## src/rtl/tsc_pkg.sv

```systemverilog
// Shared widths and constants for the threshold swing counter.
`default_nettype none

package tsc_pkg;

    localparam int COUNT_W          = 32;
    localparam int THR_W            = 32;
    localparam int SAMPLE_WIDTH_DEF = 32;

    localparam logic [COUNT_W-1:0] COUNT_MAX = {COUNT_W{1'b1}};
    localparam logic [THR_W-1:0]   THR_ONE   = THR_W'(1);

endpackage

`default_nettype wire

```

## src/rtl/threshold_swing_counter.sv

```systemverilog
// Top level of the threshold swing counter: input slice and counting core.
`default_nettype none

// Channel   Direction  Handshake          Word
// s_*       in         s_valid/s_ready    s_sample, s_is_last
// m_*       out        m_valid/m_ready    m_swing_count, m_final_flag
// cfg_*     in         cfg_we (no wait)   cfg_wdata (swing threshold)
//
// Every word goes from acceptance to result through the input register and
// then through the compare-and-update logic into the result register.
// A new word is accepted every cycle while m_ready is high; the
// subtract-and-compare against the threshold sets the clock period.
// Reset (aresetn low, synchronous) empties both registers, clears the
// threshold to zero and puts the search back to its start.
// A stall on m_ready fills the result register and then the input register,
// after which s_ready drops; nothing is lost or repeated.

module threshold_swing_counter #(
    parameter int SAMPLE_WIDTH = tsc_pkg::SAMPLE_WIDTH_DEF
) (
    input  wire logic                       aclk,
    input  wire logic                       aresetn,
    input  wire logic                       cfg_we,
    input  wire logic [tsc_pkg::THR_W-1:0]  cfg_wdata,
    input  wire logic                       s_valid,
    output logic                            s_ready,
    input  wire logic [SAMPLE_WIDTH-1:0]    s_sample,
    input  wire logic                       s_is_last,
    output logic                            m_valid,
    input  wire logic                       m_ready,
    output logic [tsc_pkg::COUNT_W-1:0]     m_swing_count,
    output logic                            m_final_flag
);
    import tsc_pkg::*;

    // Word handed from the input register to the core.
    logic                    mid_valid;
    logic                    mid_ready;
    logic [SAMPLE_WIDTH-1:0] mid_sample;
    logic                    mid_is_last;

    tsc_in_stage #(
        .SAMPLE_WIDTH (SAMPLE_WIDTH)
    ) u_in_stage (
        .aclk        (aclk),
        .aresetn     (aresetn),
        .in_valid    (s_valid),
        .in_ready    (s_ready),
        .in_sample   (s_sample),
        .in_is_last  (s_is_last),
        .out_valid   (mid_valid),
        .out_ready   (mid_ready),
        .out_sample  (mid_sample),
        .out_is_last (mid_is_last)
    );

    // The core holds the phase, extremum and count, and registers each result.
    tsc_core #(
        .SAMPLE_WIDTH (SAMPLE_WIDTH)
    ) u_core (
        .aclk       (aclk),
        .aresetn    (aresetn),
        .cfg_we     (cfg_we),
        .cfg_wdata  (cfg_wdata),
        .in_valid   (mid_valid),
        .in_ready   (mid_ready),
        .in_sample  (mid_sample),
        .in_is_last (mid_is_last),
        .out_valid  (m_valid),
        .out_ready  (m_ready),
        .out_count  (m_swing_count),
        .out_final  (m_final_flag)
    );

endmodule

`default_nettype wire

```

## src/rtl/tsc_in_stage.sv

```systemverilog
// Input register slice that holds one sample word ahead of the counting core.
`default_nettype none

module tsc_in_stage #(
    parameter int SAMPLE_WIDTH = tsc_pkg::SAMPLE_WIDTH_DEF
) (
    input  wire logic                    aclk,
    input  wire logic                    aresetn,
    input  wire logic                    in_valid,
    output logic                         in_ready,
    input  wire logic [SAMPLE_WIDTH-1:0] in_sample,
    input  wire logic                    in_is_last,
    output logic                         out_valid,
    input  wire logic                    out_ready,
    output logic [SAMPLE_WIDTH-1:0]      out_sample,
    output logic                         out_is_last
);
    import tsc_pkg::*;

    logic                    valid_reg;
    logic [SAMPLE_WIDTH-1:0] sample_reg;
    logic                    last_reg;

    // The slice refills in the same cycle that the core drains it.
    assign in_ready = !valid_reg || out_ready;

    always_ff @(posedge aclk) begin
        if (!aresetn) begin
            valid_reg <= 1'b0;
        end else if (in_ready) begin
            valid_reg <= in_valid;
        end
    end

    always_ff @(posedge aclk) begin
        if (in_ready && in_valid) begin
            sample_reg <= in_sample;
            last_reg   <= in_is_last;
        end
    end

    assign out_valid   = valid_reg;
    assign out_sample  = sample_reg;
    assign out_is_last = last_reg;

endmodule

`default_nettype wire

```

## src/rtl/tsc_core.sv

```systemverilog
// Greedy alternating-swing state, threshold register and result register.
`default_nettype none

module tsc_core #(
    parameter int SAMPLE_WIDTH = tsc_pkg::SAMPLE_WIDTH_DEF
) (
    input  wire logic                         aclk,
    input  wire logic                         aresetn,
    input  wire logic                         cfg_we,
    input  wire logic [tsc_pkg::THR_W-1:0]    cfg_wdata,
    input  wire logic                         in_valid,
    output logic                              in_ready,
    input  wire logic [SAMPLE_WIDTH-1:0]      in_sample,
    input  wire logic                         in_is_last,
    output logic                              out_valid,
    input  wire logic                         out_ready,
    output logic [tsc_pkg::COUNT_W-1:0]       out_count,
    output logic                              out_final
);
    import tsc_pkg::*;

    localparam int DIFF_W = SAMPLE_WIDTH + 1;
    localparam int CMP_W  = (DIFF_W > THR_W) ? DIFF_W : THR_W;

    logic [THR_W-1:0]               thr_reg;
    logic                           seeking_fall_reg, seeking_fall_next;
    logic                           started_reg, started_next;
    logic signed [SAMPLE_WIDTH-1:0] extremum_reg, extremum_next;
    logic [COUNT_W-1:0]             count_reg, count_next;
    logic                           out_valid_reg;
    logic [COUNT_W-1:0]             out_count_reg;
    logic                           out_final_reg;

    logic                           take;
    logic signed [SAMPLE_WIDTH-1:0] s;
    logic signed [DIFF_W-1:0]       s_ext, e_ext, up_diff, down_diff;
    logic [THR_W-1:0]               thr_eff;
    logic                           higher, lower, up_step, down_step;
    logic [COUNT_W-1:0]             count_bumped, count_new;

    assign in_ready = !out_valid_reg || out_ready;
    assign take     = in_valid && in_ready;

    assign s         = in_sample;
    assign s_ext     = DIFF_W'(s);
    assign e_ext     = DIFF_W'(extremum_reg);
    assign up_diff   = s_ext - e_ext;
    assign down_diff = e_ext - s_ext;
    assign higher    = s > extremum_reg;
    assign lower     = s < extremum_reg;
    // A zero threshold behaves as one, so equal samples never count.
    assign thr_eff   = (thr_reg == '0) ? THR_ONE : thr_reg;
    assign up_step   = higher &&
                       (CMP_W'(unsigned'(up_diff)) >= CMP_W'(thr_eff));
    assign down_step = lower &&
                       (CMP_W'(unsigned'(down_diff)) >= CMP_W'(thr_eff));
    assign count_bumped = (count_reg == COUNT_MAX) ? count_reg : count_reg + COUNT_W'(1);

    always_comb begin
        seeking_fall_next = seeking_fall_reg;
        extremum_next     = extremum_reg;
        count_new         = count_reg;
        if (!started_reg) begin
            seeking_fall_next = 1'b0;
            extremum_next     = s;
            count_new         = COUNT_W'(1);
        end else if (!seeking_fall_reg) begin
            if (up_step) begin
                count_new         = count_bumped;
                seeking_fall_next = 1'b1;
                extremum_next     = s;
            end else if (lower) begin
                extremum_next = s;
            end
        end else begin
            if (down_step) begin
                count_new         = count_bumped;
                seeking_fall_next = 1'b0;
                extremum_next     = s;
            end else if (higher) begin
                extremum_next = s;
            end
        end
        count_next   = count_new;
        started_next = 1'b1;
        // The end of a sequence puts the search back to its reset state.
        if (in_is_last) begin
            seeking_fall_next = 1'b0;
            extremum_next     = '0;
            count_next        = '0;
            started_next      = 1'b0;
        end
    end

    always_ff @(posedge aclk) begin
        if (!aresetn) begin
            thr_reg <= '0;
        end else if (cfg_we) begin
            thr_reg <= cfg_wdata;
        end
    end

    always_ff @(posedge aclk) begin
        if (!aresetn) begin
            seeking_fall_reg <= 1'b0;
            started_reg      <= 1'b0;
            extremum_reg     <= '0;
            count_reg        <= '0;
        end else if (take) begin
            seeking_fall_reg <= seeking_fall_next;
            started_reg      <= started_next;
            extremum_reg     <= extremum_next;
            count_reg        <= count_next;
        end
    end

    always_ff @(posedge aclk) begin
        if (!aresetn) begin
            out_valid_reg <= 1'b0;
        end else if (in_ready) begin
            out_valid_reg <= in_valid;
        end
    end

    always_ff @(posedge aclk) begin
        if (take) begin
            out_count_reg <= count_new;
            out_final_reg <= in_is_last;
        end
    end

    assign out_valid = out_valid_reg;
    assign out_count = out_count_reg;
    assign out_final = out_final_reg;

endmodule

`default_nettype wire
```

## config.mk

```make
export PLATFORM = sky130hd
export DESIGN_NAME = threshold_swing_counter
export DESIGN_NICKNAME = d
export VERILOG_FILES = /design/src/rtl/tsc_pkg.sv /design/src/rtl/threshold_swing_counter.sv /design/src/rtl/tsc_in_stage.sv /design/src/rtl/tsc_core.sv
export SDC_FILE = /design/constraint.sdc
export NUM_CORES = 1
export LEC_CHECK = 0
export BUFFER_PORTS_ARGS = -buffer_cell sky130_fd_sc_hd__buf_2
export CELL_PAD_IN_SITES_DETAIL_PLACEMENT = 1
export CELL_PAD_IN_SITES_GLOBAL_PLACEMENT = 1
export CORE_MARGIN = 2
export CORE_UTILIZATION = 43
export CTS_BUF_LIST = sky130_fd_sc_hd__clkbuf_4
export CTS_CLUSTER_DIAMETER = 50
export DETAILED_ROUTE_END_ITERATION = 8
export GPL_ROUTABILITY_DRIVEN = 0
export PLACE_DENSITY_LB_ADDON = 0.1
export SYNTH_ARGS = -nofsm -noshare
export SYNTH_HDL_FRONTEND = slang
export SYNTH_SLANG_ARGS = --single-unit
```

## constraint.sdc

```tcl
create_clock -name aclk -period 5.1 [get_ports aclk]
set_clock_uncertainty 0.05 [all_clocks]
set_input_delay 0.255 -clock aclk [delete_from_list [all_inputs] [get_ports aclk]]
set_output_delay 0.255 -clock aclk [all_outputs]
set_load 0.01 [all_outputs]
```

==> reports/results.txt, run 1 <==
Synth Cell Area: 12,100 µm²
Largest net degree at the start of global routing: 72
Total CTS buffers: 17
Final Max Tran Viols: 0
First-pass DRT Iterations: 5
Row count: 61
Largest vdd supply drop: 0.172 mV
Setup crit start kind: flop
Final Cycle Share: 106%
Die area: 29,500 µm²
Final TNS setup: -15.56 ns
Final Hold Viols: 0
Gate Count Post-Synth: 1,408
Clock latency on the worst-skew pair: 0.68 ns
Mean Syn Cell Area: 8.61 µm²
Vias in the first global route: 12,200
Crit path kind: reg2reg
Primary FF master, synth: dfxtp_1
Vias/cell: 5.59
I/O pin count: 105
Leak Pwr: 7.04 nW
Yosys warning count: 0
WP data required: 5.48 ns
Slew margin rel.: 13.9%
Crit path max fanout: 7
Synth area leaders: dfxtp_1 17%, edfxtp_1 16%, ha_1 13%, a21oi_1 5.0%, inv_1 3.8%
Routed len/inst: 20.8 µm
Max frequency: 185 MHz
Final setup margin: -0.319 ns
RSZ-0062 raised after global routing: true
Input/output buffers: 104
Top-area cell type share of the netlist area: 16.5%
Failing checks: setup timing
CTS Root Cell: clkbuf_4
Total GRT Usage: 28.6%
Fin crit period: 5.42 ns
Antenna viol nets, final: 0
Final setup vio count: 96
#FFs+latches synth: 166
Starting DRT DRC Count: 579
Synth top cells by count: 128 x ha_1, 124 x inv_1, 121 x a21oi_1, 100 x dfxtp_1, 98 x nor2_1
TritonCTS clock tree: yes
Leading area contributor after synthesis: dfxtp_1
Grt ovf: 0
Clock transition at path regs: 0.17 ns
Fillers: 3,272
Core area: 27,800 µm²
CP arrival: 5.80 ns
Detailed Place HPWL: 29,500 µm
Pwr Total: 0.00371 W
Cell Pwr Density: 227 nW/µm²
Initial Utilization: 43.6%
Most common cell in the synthesized netlist: ha_1
Net count after synthesis: 1,608
First-pass GRT wire length: 65,500 µm
Nets: 1,936
Vias: 11,900
Drt total wl: 44,300 µm
Hold WC Path Type: in2reg
Die height: 172 µm
Async S/R FF share, synth: 0%
Slew @ Worst Pin: 1.29 ns
Die Width: 172 µm
H-tree levels: 4
Initial antenna violation count: 3
Number of distinct library cells after synthesis: 65
Status: finished, violations left
EDFF count, synth: 66
DRC viols: 0
Total of max-cap violations: 0
Setup crit end kind: flop
# clock sinks: 166
Share of post-route cells with drive strength above 1: 26.8%
Sequential area share after synthesis: 32.9%
Syn-to-layout area delta: 34.9%
Clock Path Buffers: 2
[what timing repair did]
item | CTS | global route
endpoints found under the hold margin | 67 | 0
resized for setup | 108 | 83
hold buffers | 68 | 0
setup endpoints to repair | 96 | 96
buffers inserted | 36 | 18
cloned | 2 | 6
pin swaps | 79 | 74
[cell usage in the layout (no fill, tap or decap), types with 7 or more instances in the layout]
cell type,netlist,final
a21o_1,38,38
a21oi_1,121,104
a21oi_2,0,14
and2_1,26,25
and3_1,16,14
buf_2,17,104
buf_4,1,184
buf_6,0,13
clkbuf_4,0,18
dfxtp_1,100,99
dlygate4sd3_1,0,68
edfxtp_1,66,66
ha_1,128,122
inv_1,124,119
mux2i_1,38,38
nand2_1,95,93
nand2b_1,13,13
nand3_1,15,15
nand4_1,37,37
nand4b_1,35,35
nor2_1,98,92
nor2b_1,18,18
nor3_1,31,15
nor3_4,0,13
nor4_1,12,10
o211ai_1,7,7
o21a_1,7,7
o21ai_0,78,50
o21ai_1,1,14
o21ai_2,0,14
o21bai_1,26,26
o31ai_1,37,25
o31ai_2,0,11
xnor2_1,47,41
xor2_1,37,37
[logic make-up (layout without fill, tap and decap cells)]
logic type                 Yosys count  after routing  share of synthesized area, %
AOI/OAI and AO/OA                  370            370                          19.3
xor gates and xnor gates            84             84                          6.07
other                                0              3                             0
adders and majority gates          130            130                          13.5
muxes                               38             38                          3.14
buffers and inverters              198            539                          6.34
and+or+nand+nor                    422            422                          18.7
DFF                                166            166                          32.9
[worst max-delay path, stage by stage, from the launching register on]
cell and delay [ns]:
edfxtp_1 0.45, ha_4 0.16, inv_2 0.04, fa_2 0.41
a211oi_4 0.30, nor3_4 0.08, o21ai_1 0.15, a21oi_1 0.08
nor2_1 0.20, o21bai_1 0.14, buf_4 0.16, a21oi_4 0.15
xnor2_2 0.08, ha_1 0.30, nand4_1 0.15, nor4_2 0.34
a22oi_1 0.11, a31oi_1 0.26, a211oi_2 0.08, o211ai_1 0.19
buf_4 0.18, a32oi_4 0.14, buf_12 0.19, buf_4 0.14
nor4b_4 0.35, xor2_1 0.12, and2_1 0.18
[path summary, 6_finish.rpt]
path	start	end	slack (ns)	depth (start not counted)
worst min register to register	u_core.extremum_reg[27]	u_core.extremum_reg[27]	0.46	2
worst min-delay path	aresetn	u_core.count_reg[10]	0.16	2
worst max-delay path	u_in_stage.out_sample[0]	u_core.out_count[11]	-0.32	26
worst max register to register	u_in_stage.out_sample[0]	u_core.out_count[11]	-0.32	26
[per-stage QoR]
stage	std cells	hold slack [ns]	utilization (%)	area, µm²	setup slack (ns)
6_report	2130	0.159	58.9	16400	-0.319
5_1_grt	2130	0.132	58.9	16400	-0.489
4_1_cts	2105	0.127	56.7	15800	-0.0736
3_5_place_dp	1967	0.383	50.4	14000	-0.621
3_3_place_gp	1967	0.382	50.4	14000	-0.446
2_1_floorplan	1408	0.304	-	12100	0.0470
[report_power, final]
group	internal [W]	total, W	switching (W)
clock network	0.000313	0.000890	0.000578
logic	0.000616	0.00135	0.000734
registers	0.00143	0.00147	0.0000391
total	0.00236	0.00371	0.00135
[layout make-up]
cell class	instances	area (µm²)	area share, %
Multi-Input combinational cell	1044	8110	49.6
Sequential cell	166	3990	24.4
Timing Repair Buffer	381	3000	18.4
Inverter	126	473	2.89
Tap cell	378	473	2.89
Clock inverter	14	169	1.03
Clock buffer	18	135	0.826
Antenna cell	3	7.51	0.0459
[routing by layer]
metal / track usage, % / up-vias / routed length [µm]
li1: - / 5697 / -
met1: 36.0 / 5845 / 19100
met2: 50.0 / 282 / 22100
met3: 3.75 / 79 / 1650
met4: 10.7 / 0 / 1460
met5: 0 / - / 0
Power figures use the tool's default switching activity.
==> inputs of run 2 (changes only) <==
Settings changed: MAX_ROUTING_LAYER set to met4.
==> reports/results.txt, run 2 (synthesis results as in run 1) <==
Reg area: 3990 µm² (unchanged)
Die area: 29,500 µm² (unchanged)
I/O pin count: 105 (unchanged)
RSZ-0062 raised after global routing: true (unchanged)
Total CTS buffers: 17 (unchanged)
Row count: 61 (unchanged)
Die height: 172 µm (unchanged)
Leak Pwr: 7.01 nW (was 7.04 nW)
Met2 WL post-DR: 21,400 µm (was 22,100 µm)
CP arrival: 5.76 ns (was 5.80 ns)
Routed len/inst: 20.4 µm (was 20.8 µm)
WP data required: 5.48 ns (about the same)
Crit path kind: reg2reg (unchanged)
Initial Utilization: 43.6% (unchanged)
Starting DRT DRC Count: 514 (was 579)
CTS Root Cell: clkbuf_4 (unchanged)
Vias in the first global route: 12,200 (about the same)
Vias: 11,800 (was 11,900)
Drt total wl: 43,400 µm (was 44,300 µm)
Highest Signal Layer: met4 (unchanged)
Fillers: 3,282 (was 3,272)
H-tree levels: 4 (unchanged)
Clock network power share: 24.0% (about the same)
Largest vdd supply drop: 0.174 mV (was 0.172 mV)
Max frequency: 186 MHz (was 185 MHz)
Initial antenna violation count: 2 (was 3)
Share of post-route cells with drive strength above 1: 26.4% (was 26.8%)
Wl on met1: 19,100 µm (about the same)
Failing checks: setup timing (unchanged)
Largest net degree at the start of global routing: 72 (unchanged)
Slew margin rel.: 16.1% (was 13.9%)
Antenna viol nets, final: 0 (unchanged)
Detailed Place HPWL: 29,500 µm (unchanged)
Power share of the sequential group: 39.8% (was 39.7%)
Clock transition at path regs: 0.17 ns (about the same)
Final Hold Viols: 0 (unchanged)
Final setup margin: -0.280 ns (was -0.319 ns)
Final Cycle Share: 105% (was 106%)
Clock Path Buffers: 2 (unchanged)
Crit path max fanout: 7 (unchanged)
First-pass GRT wire length: 65,400 µm (was 65,500 µm)
TritonCTS clock tree: yes (unchanged)
Most common cell after layout, fill and taps aside: buf_4 (unchanged)
Clock latency on the worst-skew pair: 0.66 ns (was 0.68 ns)
Post-layout util: 58.6% (was 58.9%)
Syn-to-layout area delta: 34.3% (was 34.9%)
Psw: 0.00134 W (was 0.00135 W)
Routed wl met3: 1460 µm (was 1650 µm)
Int Power: 0.00236 W (about the same)
Setup crit end kind: flop (unchanged)
Core area: 27,800 µm² (unchanged)
Total of max-cap violations: 0 (unchanged)
# clock sinks: 166 (unchanged)
Die Width: 172 µm (unchanged)
Hold WC Path Type: in2reg (unchanged)
DRC viols: 0 (unchanged)
Nets: 1,934 (was 1,936)
Cell Pwr Density: 227 nW/µm² (about the same)
Pre-CTS setup slack: -0.621 ns (unchanged)
Setup crit start kind: flop (unchanged)
Final setup vio count: 96 (unchanged)
First-pass DRT Iterations: 8 (was 5)
Final Max Tran Viols: 0 (unchanged)
Final TNS setup: -13.37 ns (was -15.56 ns)
Net switching fraction of the power: 36.2% (was 36.4%)
Grt ovf: 0 (unchanged)
Most frequent cells in the layout: 186 x buf_4, 122 x ha_1, 121 x inv_1, 105 x a21oi_1, 104 x buf_2 (was 184 x buf_4, 122 x ha_1, 119 x inv_1, 104 x a21oi_1, 104 x buf_2)
Fin crit period: 5.38 ns (was 5.42 ns)
Final hold slack: 0.168 ns (was 0.159 ns)
Slew @ Worst Pin: 1.25 ns (was 1.29 ns)
Area occupied by multi-input gates: 8080 µm² (was 8110 µm²)
Input/output buffers: 104 (unchanged)
Status: finished, violations left (unchanged)
Comb pwr share: 36.2% (was 36.3%)
Vias/cell: 5.56 (was 5.59)
Total GRT Usage: 29.4% (was 28.6%)
## run 2: repair_timing
| action | 4_1_cts | 5_1_grt |
|---|---|---|
| pin swaps | 79 | 57 |
| endpoints found under the setup margin | 96 | 96 |
| resized for setup | 108 | 73 |
| hold buffers | 68 | 0 |
| hold endpoints to repair | 67 | 0 |
| setup buffers | 36 | 18 |
| gates cloned | 2 | 4 |
## run 2: final timing paths
path	cells after the start	slack [ns]	start	to
setup reg to reg	26	-0.28	u_in_stage.out_sample[0]	u_core.out_count[11]
hold / removal	2	0.17	aresetn	u_core.count_reg[10]
hold reg to reg	2	0.46	u_core.extremum_reg[27]	u_core.extremum_reg[27]
setup / recovery	26	-0.28	u_in_stage.out_sample[0]	u_core.out_count[11]
## run 2: critical path, stage by stage (launching register included)
cell and delay, ns:
edfxtp_1 0.46, ha_4 0.16, inv_1 0.06, fa_2 0.39, a211oi_4 0.32, nor3_4 0.09
o21ai_1 0.13, a21oi_1 0.08, nor2_1 0.20, o21bai_1 0.14, buf_4 0.16, a21oi_4 0.13
xnor2_2 0.07, ha_1 0.30, nand4_1 0.15, nor4_2 0.35, a22oi_1 0.11, a31oi_1 0.26
a211oi_2 0.06, o211ai_1 0.19, buf_4 0.17, a32oi_4 0.14, buf_12 0.18, buf_4 0.14
nor4b_4 0.36, xor2_1 0.11, and2_1 0.17
## run 2: layout make-up
class / instances / area share (%)
Sequential cell: 166 / 24.5
Multi-Input combinational cell: 1044 / 49.6
Antenna cell: 2 / 0.0308
Inverter: 126 / 2.91
Clock buffer: 18 / 0.830
Tap cell: 378 / 2.91
Clock inverter: 14 / 1.04
Timing Repair Buffer: 379 / 18.2
## run 2: power groups by stage
stage | combinational (W) | sequential (W) | clock, W
floorplan | 0.000603 | 0.00150 | 0
global placement | 0.000979 | 0.00150 | 0
detailed placement | 0.00101 | 0.00150 | 0
CTS | 0.00121 | 0.00147 | 0.000906
global route | 0.00144 | 0.00148 | 0.000957
finish | 0.00134 | 0.00147 | 0.000889
## run 2: routing by layer
layer / vias to the layer above / GRT usage [%]
li1: 5683 / -
met3: 86 / 3.66
met1: 5784 / 35.9
met2: 266 / 50.0
met5: - / -
met4: 0 / 10.8
## run 2: per-stage QoR
stage	power [W]	cells	instance area (µm²)
2_1_floorplan	0.00210	1408	12100
3_3_place_gp	0.00248	1967	14000
3_5_place_dp	0.00251	1967	14000
4_1_cts	0.00359	2105	15800
5_1_grt	0.00388	2127	16300
6_report	0.00370	2127	16300
